### src/hw/rtl/pmftl_pkg.sv
// Shared types and codes for the page-mapped flash translation layer.
`timescale 1ns / 1ps
package pmftl_pkg;
  localparam logic [2:0] OP_READ    = 3'd0;
  localparam logic [2:0] OP_PROGRAM = 3'd1;
  localparam logic [2:0] OP_COPY    = 3'd2;
  localparam logic [2:0] OP_ERASE   = 3'd3;
  localparam logic [2:0] OP_ERROR   = 3'd4;

  localparam logic [1:0] ST_OK      = 2'd0;
  localparam logic [1:0] ST_RANGE   = 2'd1;
  localparam logic [1:0] ST_UNMAP   = 2'd2;
  localparam logic [1:0] ST_NOFREE  = 2'd3;

  localparam logic CMD_READ  = 1'b0;
  localparam logic CMD_WRITE = 1'b1;

  typedef enum logic [3:0] {
    DC_NONE,
    DC_LOAD,
    DC_MAP_RD,
    DC_SCAN_START,
    DC_SCAN_STEP,
    DC_GC_START,
    DC_GC_RD,
    DC_GC_STEP,
    DC_GC_ERASE,
    DC_CLR_OLD,
    DC_PROGRAM
  } dp_cmd_e;

  typedef struct packed {
    logic       scan_done;
    logic       scan_found;
    logic       gc_done;
    logic       gc_copy;
    logic       in_range;
    logic       old_mapped;
    logic       clear_done;
  } dp_status_t;

  typedef struct packed {
    logic [2:0] op;
    logic [6:0] target_page;
    logic [6:0] source_page;
    logic [3:0] erase_block;
    logic [1:0] status;
    logic       last;
  } result_t;
endpackage

### src/hw/rtl/pmftl_datapath.sv
// Datapath: map, valid and owner stores, free scanner and collection walker.
`timescale 1ns / 1ps
module pmftl_datapath import pmftl_pkg::*; #(
  parameter int PAGES_IN_BLOCK = 8,
  parameter int BLOCK_COUNT = 16
) (
  input  logic       clk,
  input  logic       rst_n,
  input  dp_cmd_e    cmd,
  input  logic [6:0] lp_in,
  output dp_status_t st,
  output result_t    res
);
  localparam int PT = PAGES_IN_BLOCK * BLOCK_COUNT;
  localparam int LT = (BLOCK_COUNT - 1) * PAGES_IN_BLOCK;
  localparam int PW = $clog2(PT);
  localparam int OW = $clog2(PAGES_IN_BLOCK);
  localparam int BW = $clog2(BLOCK_COUNT);
  localparam int LW = $clog2(LT);

  // map memory with fill-free validity: one mapped bit per logical page
  logic [PW-1:0] map_mem [LT];
  logic [LT-1:0] map_ok_r;
  logic [PT-1:0] valid_r;
  logic [PW-1:0] owner_mem [PT];

  logic [6:0]    lp_r;
  logic [PW-1:0] old_r, map_rd_r, scan_r, free_r;
  logic          old_ok_r, found_r, scan_done_r;
  logic [BW-1:0] spare_r, victim_r;
  logic [OW:0]   j_r;
  logic          gc_copy_r;
  logic [PW-1:0] own_rd_r;
  logic          own_pend_r;
  logic [PW-1:0] gs, gd;

  logic [LW-1:0] lpi;
  assign lpi = lp_r[LW-1:0];
  assign gs = PW'({victim_r, j_r[OW-1:0]});
  assign gd = PW'({spare_r, j_r[OW-1:0]});

  assign st.in_range   = (32'(lp_r) < LT);
  assign st.old_mapped = old_ok_r;
  assign st.scan_done  = scan_done_r;
  assign st.scan_found = found_r;
  // high while the walker sits on the last page of the victim block
  assign st.gc_done    = (32'(j_r) == PAGES_IN_BLOCK - 1);
  assign st.gc_copy    = gc_copy_r;
  assign st.clear_done = 1'b1;

  always_ff @(posedge clk) begin
    if (cmd == DC_LOAD) lp_r <= lp_in;
    if (cmd == DC_MAP_RD) begin
      map_rd_r <= map_mem[lpi];
    end
    if (cmd == DC_GC_RD) own_rd_r <= owner_mem[gs];
    if (cmd == DC_GC_STEP && gc_copy_r) begin
      owner_mem[gd] <= own_rd_r;
      if (32'(own_rd_r) < LT) map_mem[own_rd_r[LW-1:0]] <= gd;
    end
    if (cmd == DC_PROGRAM) begin
      owner_mem[free_r] <= PW'(lp_r);
      map_mem[lpi] <= free_r;
    end
  end

  always_ff @(posedge clk) begin
    if (!rst_n) begin
      map_ok_r <= '0;
      valid_r <= '0;
      spare_r <= BW'(BLOCK_COUNT - 1);
      old_ok_r <= 1'b0;
      scan_done_r <= 1'b0;
      found_r <= 1'b0;
      gc_copy_r <= 1'b0;
      j_r <= '0;
      scan_r <= '0;
      free_r <= '0;
      old_r <= '0;
      victim_r <= '0;
      own_pend_r <= 1'b0;
    end else begin
      own_pend_r <= 1'b0;
      unique case (cmd)
        DC_MAP_RD: old_ok_r <= map_ok_r[lpi];
        DC_SCAN_START: begin
          old_r <= map_rd_r;
          scan_r <= '0;
          scan_done_r <= 1'b0;
          found_r <= 1'b0;
        end
        DC_SCAN_STEP: begin
          if (!scan_done_r) begin
            if (32'(scan_r) / PAGES_IN_BLOCK != 32'(spare_r) && !valid_r[scan_r]) begin
              found_r <= 1'b1;
              free_r <= scan_r;
              scan_done_r <= 1'b1;
            end else if (32'(scan_r) == PT - 1) begin
              scan_done_r <= 1'b1;
            end else begin
              scan_r <= scan_r + 1'b1;
            end
          end
        end
        DC_GC_START: begin
          victim_r <= BW'(32'(old_r) / PAGES_IN_BLOCK);
          j_r <= '0;
        end
        DC_GC_RD: begin
          gc_copy_r <= (gs != old_r) && valid_r[gs];
          own_pend_r <= 1'b1;
        end
        DC_GC_STEP: begin
          valid_r[gd] <= gc_copy_r;
          valid_r[gs] <= 1'b0;
          j_r <= j_r + 1'b1;
        end
        DC_GC_ERASE: spare_r <= victim_r;
        DC_CLR_OLD: if (old_ok_r) valid_r[old_r] <= 1'b0;
        DC_PROGRAM: begin
          valid_r[free_r] <= 1'b1;
          map_ok_r[lpi] <= 1'b1;
        end
        default: ;
      endcase
    end
  end

  always_comb begin
    res = '0;
    res.target_page = 7'(map_rd_r);
    res.source_page = 7'(gs);
    res.erase_block = 4'(victim_r);
    if (cmd == DC_GC_STEP) begin
      res.target_page = 7'(gd);
    end else if (cmd == DC_PROGRAM) begin
      res.target_page = 7'(free_r);
    end
    res.op = OP_READ;
    res.status = ST_OK;
    res.last = own_pend_r;
  end
endmodule

### src/hw/rtl/pmftl_ctrl.sv
// Controller: sequences reads, free scans, collection and result emission.
`timescale 1ns / 1ps
module pmftl_ctrl import pmftl_pkg::*; (
  input  logic       clk,
  input  logic       rst_n,
  input  logic       in_fire,
  input  logic       in_cmd,
  input  logic       out_busy,
  input  dp_status_t st,
  input  result_t    dres,
  output logic       idle,
  output dp_cmd_e    cmd,
  output logic       emit,
  output result_t    res
);
  localparam logic [3:0] S_IDLE = 4'd0, S_MAP = 4'd1, S_DEC = 4'd2, S_SCAN0 = 4'd3,
    S_SCAN = 4'd4, S_GC0 = 4'd5, S_GCRD = 4'd6, S_GCST = 4'd7, S_ERASE = 4'd8,
    S_SCAN1 = 4'd9, S_SCAN2 = 4'd10, S_CLR = 4'd11, S_PROG = 4'd12, S_ERR = 4'd13;

  logic [3:0] state_r, state_nxt;
  logic       cmd_r, cmd_nxt, gc_r, gc_nxt;
  logic [1:0] err_r, err_nxt;

  assign idle = (state_r == S_IDLE);

  always_comb begin
    state_nxt = state_r;
    cmd_nxt = cmd_r;
    gc_nxt = gc_r;
    err_nxt = err_r;
    cmd = DC_NONE;
    emit = 1'b0;
    res = '0;
    unique case (state_r)
      S_IDLE: if (in_fire) begin
        cmd = DC_LOAD; cmd_nxt = in_cmd; gc_nxt = 1'b0; state_nxt = S_MAP;
      end
      S_MAP: begin cmd = DC_MAP_RD; state_nxt = S_DEC; end
      S_DEC: begin
        if (!st.in_range) begin err_nxt = ST_RANGE; state_nxt = S_ERR; end
        else if (cmd_r == CMD_READ) begin
          if (!st.old_mapped) begin err_nxt = ST_UNMAP; state_nxt = S_ERR; end
          else if (!out_busy) begin
            emit = 1'b1; res.op = OP_READ; res.target_page = dres.target_page;
            res.last = 1'b1; state_nxt = S_IDLE;
          end
        end else begin cmd = DC_SCAN_START; state_nxt = S_SCAN; end
      end
      S_SCAN: begin
        if (st.scan_done) begin
          if (st.scan_found) state_nxt = S_CLR;
          else if (gc_r) begin err_nxt = ST_NOFREE; state_nxt = S_ERR; end
          else if (!st.old_mapped) begin err_nxt = ST_NOFREE; state_nxt = S_ERR; end
          else begin cmd = DC_GC_START; gc_nxt = 1'b1; state_nxt = S_GCRD; end
        end else cmd = DC_SCAN_STEP;
      end
      S_GCRD: begin cmd = DC_GC_RD; state_nxt = S_GCST; end
      S_GCST: if (!(st.gc_copy && out_busy)) begin
        cmd = DC_GC_STEP;
        if (st.gc_copy) begin
          emit = 1'b1; res.op = OP_COPY; res.target_page = dres.target_page;
          res.source_page = dres.source_page;
        end
        state_nxt = st.gc_done ? S_ERASE : S_GCRD;
      end
      S_ERASE: if (!out_busy) begin
        cmd = DC_GC_ERASE; emit = 1'b1; res.op = OP_ERASE;
        res.erase_block = dres.erase_block; state_nxt = S_SCAN1;
      end
      S_SCAN1: begin cmd = DC_SCAN_START; state_nxt = S_SCAN; end
      S_CLR: begin cmd = DC_CLR_OLD; state_nxt = S_PROG; end
      S_PROG: if (!out_busy) begin
        cmd = DC_PROGRAM; emit = 1'b1; res.op = OP_PROGRAM;
        res.target_page = dres.target_page; res.last = 1'b1; state_nxt = S_IDLE;
      end
      S_ERR: if (!out_busy) begin
        emit = 1'b1; res.op = OP_ERROR; res.status = err_r; res.last = 1'b1;
        state_nxt = S_IDLE;
      end
      default: state_nxt = S_IDLE;
    endcase
  end

  always_ff @(posedge clk) begin
    if (!rst_n) begin
      state_r <= S_IDLE; cmd_r <= 1'b0; gc_r <= 1'b0; err_r <= ST_OK;
    end else begin
      state_r <= state_nxt; cmd_r <= cmd_nxt; gc_r <= gc_nxt; err_r <= err_nxt;
    end
  end
endmodule

### src/hw/rtl/page_mapped_ftl_with_gc.sv
// Top level of the page-mapped flash translation layer with collection.
`timescale 1ns / 1ps
// Takes one request word at a time. A write scans physical pages one per cycle
// for the first free page; when none is free and the old page is mapped,
// collection walks the victim block (the block of the old page) page by page,
// copying each still-valid page, erases it and rescans. Results leave
// through an output register, so the next request may be taken while the
// last result of the previous one waits.
module page_mapped_ftl_with_gc import pmftl_pkg::*; #(
  parameter int PAGES_IN_BLOCK = 8,
  parameter int BLOCK_COUNT = 16
) (
  input  logic        clk,
  input  logic        rst_n,
  input  logic        in_tvalid,
  output logic        in_tready,
  input  logic [7:0]  in_tdata,   // logical_page[6:0]
  input  logic        in_tuser,   // cmd
  output logic        out_tvalid,
  input  logic        out_tready,
  output logic [23:0] out_tdata,  // op, target_page, source_page, erase_block, status
  output logic        out_tlast   // last
);
  dp_cmd_e    cmd;
  dp_status_t st;
  result_t    dres, cres, out_r;
  logic       idle, emit, busy, vld_r;

  assign busy = vld_r && !out_tready;
  assign in_tready = idle;

  pmftl_datapath #(.PAGES_IN_BLOCK(PAGES_IN_BLOCK), .BLOCK_COUNT(BLOCK_COUNT)) u_dp (
    .clk, .rst_n, .cmd, .lp_in(in_tdata[6:0]), .st, .res(dres)
  );

  pmftl_ctrl u_ctrl (
    .clk, .rst_n, .in_fire(in_tvalid && in_tready), .in_cmd(in_tuser),
    .out_busy(busy), .st, .dres, .idle, .cmd, .emit, .res(cres)
  );

  always_ff @(posedge clk) begin
    if (!rst_n) vld_r <= 1'b0;
    else if (emit) vld_r <= 1'b1;
    else if (out_tready) vld_r <= 1'b0;
    if (emit) out_r <= cres;
  end

  assign out_tvalid = vld_r;
  assign out_tdata = {1'b0, out_r.status, out_r.erase_block, out_r.source_page,
                      out_r.target_page, out_r.op};
  assign out_tlast = out_r.last;
endmodule
### config.mk
export PLATFORM = sky130hd
export DESIGN_NAME = page_mapped_ftl_with_gc
export DESIGN_NICKNAME = d
export VERILOG_FILES = /design/src/hw/rtl/pmftl_pkg.sv /design/src/hw/rtl/pmftl_datapath.sv /design/src/hw/rtl/pmftl_ctrl.sv /design/src/hw/rtl/page_mapped_ftl_with_gc.sv
export SDC_FILE = /design/constraint.sdc
export NUM_CORES = 2
export LEC_CHECK = 0
export ABC_AREA = 1
export BUFFER_PORTS_ARGS = -buffer_cell sky130_fd_sc_hd__clkbuf_2
export CAP_MARGIN = 20
export CELL_PAD_IN_SITES_DETAIL_PLACEMENT = 0
export CELL_PAD_IN_SITES_GLOBAL_PLACEMENT = 2
export CORE_MARGIN = 2
export CORE_UTILIZATION = 45
export CTS_BUF_LIST = sky130_fd_sc_hd__clkbuf_4
export CTS_CLUSTER_DIAMETER = 100
export DETAILED_ROUTE_END_ITERATION = 8
export PLACE_DENSITY = 0.79
export SLEW_MARGIN = 20
export SYNTH_ARGS = -nofsm -noshare
export SYNTH_HDL_FRONTEND = slang
export SYNTH_HIERARCHICAL = 1
export SYNTH_SLANG_ARGS = --single-unit
### constraint.sdc
create_clock -name clk -period 13.4 [get_ports clk]
set_clock_uncertainty 0.2 [all_clocks]
set_input_delay 0.67 -clock clk [delete_from_list [all_inputs] [get_ports clk]]
set_output_delay 0.67 -clock clk [all_outputs]
set_load 0.01 [all_outputs]
# Yosys cells after proc, flatten, opt, wreduce, memory -nomap -nowiden
# Memories as Yosys holds them, arrays and structs flattened. A register that Yosys moved wholly into a read port is not among the register bits.
# Index checks and enable logic that the tools add are counted.
# classes
magnitude_cmp	13
n_reduce_logical	35
n_eq_ne	37
mux	106
n_addsub	2
n_bitwise	11
# op_table
op	count
$pmux W128 S3	1
$and A128 B128 Y128	2
$not A128 Y128	2
$bwmux W128	1
$mux W128	1
$or A128 B128 Y128	1
$or A120 B120 Y120	1
$pmux W4 S10	2
$mux W4	18
$mux W7	10
$lt A7 B8 Y1 const B	6
$mux W1	37
$demux W1 S7	5
$ge A7 B1 Y1 const B	5
$eq A4 B3 Y1 const B	8
$eq A4 B4 Y1 const B	8
$mux W16	2
$mux W10	3
$bmux W1 S7	3
$pmux W7 S3	1
$mux W2	9
$pmux W3 S5	1
$lt A7 B7 Y1 const B	2
$ne A2 B2 Y1 const B	7
other kinds (30)	68
# word_totals
register_bits	325
n_memories	2
mem_bits_rw	1736
wordCells	230
# memory_table
memory	depth	width	read_ports	rd_ports_with_merged_regs	write_ports	line	source
u_dp.owner_mem	128	7	1	1	1	pmftl_datapath.sv:25	logic [PW-1:0] owner_mem [PT];
u_dp.map_mem	120	7	1	1	1	pmftl_datapath.sv:22	logic [PW-1:0] map_mem [LT];

# Logic depth before layout (Yosys ltp)
# depth
word_depth	13
ltp_mapped	20
depth_no_buf	18

# By module
# The synthesis kept the hierarchy.
# modules_own_cells
mod	area_per_inst_um2	instances	cells_per_inst
pmftl_datapath	83955.5	1	7422
pmftl_ctrl	970.9	1	194
page_mapped_ftl_with_gc	789.5	1	35

# Least setup slack after synthesis
# No wires, ideal clock.
# synth_path
path_kind	input -> register
startpoint	input port out_tready
endpoint	memory u_dp/map_mem[101][0] in the netlist's numbering (enable)
setup_ps	360
arrival_ps	6614
path_stages	16
setup_slack_ps	6226
n_path_buf	3
path_cell_list	inv_1 nand2_2 inv_1 buf_1 inv_1 nand2_1 nand3_1 inv_1 nor2_1 nand2_2 inv_2 buf_4 o21ai_1 nand4_1 buf_2 nor2_1
# synth_lines
item	line	source
start, declared	page_mapped_ftl_with_gc.sv:20	input logic out_tready,
$logic_not A1 Y1 (*)	page_mapped_ftl_with_gc.sv:29	assign busy = vld_r && !out_tready;
$logic_and A1 B1 Y1 (*)	page_mapped_ftl_with_gc.sv:29	
via busy	page_mapped_ftl_with_gc.sv:27	logic idle, emit, busy, vld_r;
$mux W4, on equally long branches	pmftl_ctrl.sv:72, pmftl_ctrl.sv:66	
$pmux W4 S10 (*)	pmftl_ctrl.sv:34	unique case (state_r)
via cmd[3]	page_mapped_ftl_with_gc.sv:24	dp_cmd_e cmd;
$eq A4 B4 Y1 / $eq A4 B3 Y1 (equally long branches)	pmftl_datapath.sv:61, pmftl_datapath.sv:57	
$mux W1 / $logic_and A1 B1 Y1 (equally long branches)	pmftl_datapath.sv:61, pmftl_datapath.sv:57	
$mux W1, on equally long branches	pmftl_datapath.sv:63, pmftl_datapath.sv:57	
$reduce_or A7 Y1 (no source line) / $mux W1 (equally long branches)	n/a	
$mux W7 (no source line) / $mux W1 (equally long branches)	n/a	
end, declared	pmftl_datapath.sv:22	
# The timed path passes the listed nets; every way through them passes the cells marked *.

==> qor.yml <==
outcome:
  status: "completed"
yosys:
  post_synth_inst_count: 7640
  synthesis.area_per_instance_um2: 11.2
  post_synth_instance_area_um2: 85600
  yosys_warnings: 6
  synthesis.nets: 7655
floorplan:
  floorplan.die_area_um2: 194000
  horizontal_die_dimension_um: 440
  core_region_area_um2: 190000
  std_cell_rows: 160
  pin_count: 40
  die-height_um: 440
  initial_core_util_pct: 45.2
setup_path:
  critical_path_arrival_ns: 8.73
  regToRegSetupSlack_ns: 5.44
  crit_path_cell_trace: "nand2_1 > inv_1 > nand2_1 > nand2_1 > o21ai_0 > nor3_1 > o21ai_0 > nor2_1 > nand2_4 > inv_4 > buf_4 > nand2_1 > o21ai_1 > inv_4 > nor3_1 > nand2_2 > nor2_1"
  crit_path_max_fanout: 83
  cp-startpoint: "u_dp/lp_r[4]"
  critPathMostFrequentCell: "nand2_1"
  rr_startpoint: "u_dp/lp_r[4]"
  worstPathRequired_ns: 14.17
  worst_r2r_endpoint: "u_dp/owner_mem[126][0]"
  worst_r2r_path_depth: 17
  worst-setup-path-type: "flop to flop"
  critical-path-slowest-cell: "nor2_1"
  critical_path.startpoint_type: "flop"
  end_kind: "flop"
  critical-path-max-stage-delay_ns: 0.83
sta:
  finalCriticalPeriod_ns: 7.96
  final_max_slew_viol_count: 0
  max_slew_margin_pct: 17.6
  timing.final.crit_share_pct: 59.4
  layout_setup_ws_ns: 5.44
  slew_at_the_pin_with_the_worst_max_slew_slack_ns: 1.24
  fmaxAchievable_mhz: 126
  rsz_0062_raised_after_global_routing: "no"
  finalHoldViolCount: 0
  setup_tns_ns: 0
  report.final.setup_viol: 0
finish:
  nNetsFinal: 7966
  drive_gt1_share_pct: 14.0
  syn2layout_area_growth_pct: 11.7
  final_instance_count_without_filler_cells: 10838
  utilization_pct: 50.5
routing:
  remaining_drc_errors: 0
  avgViaCountPerCell: 5.89
  num_vias: 63836
  first_iter_violations: 7074
  final_antenna_violating_net_count: 0
  drt_pre_antenna_iters: 6
  wl_per_cell_um: 27.0
  wl_um: 293000
global_route:
  grt_first_pass_wirelength_um: 420000
  globalRouteOverflowTotal: 0
  grt_max_degree: 113
  number_of_antenna_violations_at_the_first_check_in_global_routing: 9
  globalRouteTotalUtil_pct: 29.7
  first_global_vias: 61060
placed_design:
  dp_slack_ns: 5.68
  dpl.hpwl_um: 172000
  place.gp.congestion: 0.887
  io_buffers: 37
  post-place-cells: 9868
clock_tree:
  cts-root-to-sink-buffers: 4
  inserted_clock_buffers: 568
  worst_skew_pair.late_latency_ns: 1.39
  setup_bufs_post_cts: 0
  path_clk_slew_ns: 0.07
  clock-sinks: 2075
  tritoncts: "yes"
  ctsResizeCount: 0
  cts-htree-levels: 6
  cts-root-buf: "clkbuf_4"
power_and_ir_drop:
  peakVddDrop_mv: 0.0977
  power_density_nw_per_um2: 158
  power.leakage_uw: 0.0316
worst_hold_path:
  worst_hold_path.endpoint: "u_dp/map_ok_r[5]"
  holdPathStages: 2
  timing.hold.worst.start: "u_dp/map_ok_r[5]"
  hp-class: "flop to flop"
run:
  maxCapViolCount: 0
-- layout make-up --
cell class	instances	area, um^2
Tap cell	2511	3140
Multi-Input combinational cell	4626	22800
Antenna cell	5	12.5
Clock buffer	838	6290
Clock inverter	103	686
Timing Repair Buffer	201	1500
Inverter	479	1860
Fill cell	17249	93900
Sequential cell	2075	59400
-- worst max path at each step --
stage	endpoint	slack (ns)
after floorplan	u_dp/map_mem[101][0]	6.23
after global placement	u_dp/owner_mem[46][3]	5.78
after detailed placement	u_dp/owner_mem[126][0]	5.68
after CTS	u_dp/owner_mem[126][0]	5.63
after global routing	u_dp/owner_mem[126][0]	5.18
final	u_dp/owner_mem[126][0]	5.44
-- critical path, delay by kind of cell (launching register included) --
| family | cells | cell delay [ns] |
|---|---|---|
| compound gates | 3 | 0.97 |
| flops | 1 | 0.53 |
| simple gates | 10 | 3.36 |
| buf+inv | 4 | 2.42 |
-- registers in the layout (all words and copies together) (netlist names), 23 cells and up --
register        cells
out_tdata          23
u_dp/owner_mem    896
u_dp/valid_r      128
u_dp/map_mem      840
u_dp/map_ok_r     120
-- cell usage in the layout, fill, tap and decap left out, types with 37 or more instances in the layout --
| cell type | n |
|---|---|
| nand3_1 | 297 |
| a21oi_1 | 335 |
| a221oi_1 | 180 |
| clkbuf_4 | 838 |
| a22oi_1 | 149 |
| o22ai_1 | 177 |
| nand4_1 | 175 |
| nand2_1 | 1696 |
| nor3_1 | 40 |
| clkinv_1 | 62 |
| clkbuf_2 | 37 |
| a211oi_1 | 61 |
| a22o_1 | 80 |
| nor2_1 | 731 |
| buf_4 | 138 |
| inv_1 | 448 |
| o21ai_0 | 470 |
| edfxtp_1 | 1781 |
| dfxtp_1 | 292 |
-- stage by stage --
stage / area [um^2] / power, uW / hold WS (ns)
after floorplan: 85600 / 8560 / 0.230
after global placement: 88400 / 9590 / 0.237
after detailed placement: 88400 / 9590 / 0.241
after CTS: 95600 / 15200 / 0.102
after global routing: 95600 / 15800 / 0.185
final: 95700 / 15100 / 0.251
-- power by group --
group	internal [uW]	total (uW)	switching, uW
clock network	3030	5630	2600
registers	7060	7130	70.5
logic	559	2370	1810
-- metal layers --
metal	vias to the layer above	part of all wire [%]	routed length [um]	global-route usage [%]
li1	28447	-	-	-
met1	31682	43	125000	42.5
met2	3168	45	133000	45.2
met3	529	9.1	26600	6.36
met4	10	2.8	8140	9.82
met5	-	0.022	64	0
-- what timing repair did --
item                                    CTS  global route
hold endpoints to repair                 85             0
endpoints found under the setup margin    0             0
hold buffers                             24             0
No activity file was read; power rests on OpenSTA's default activity.
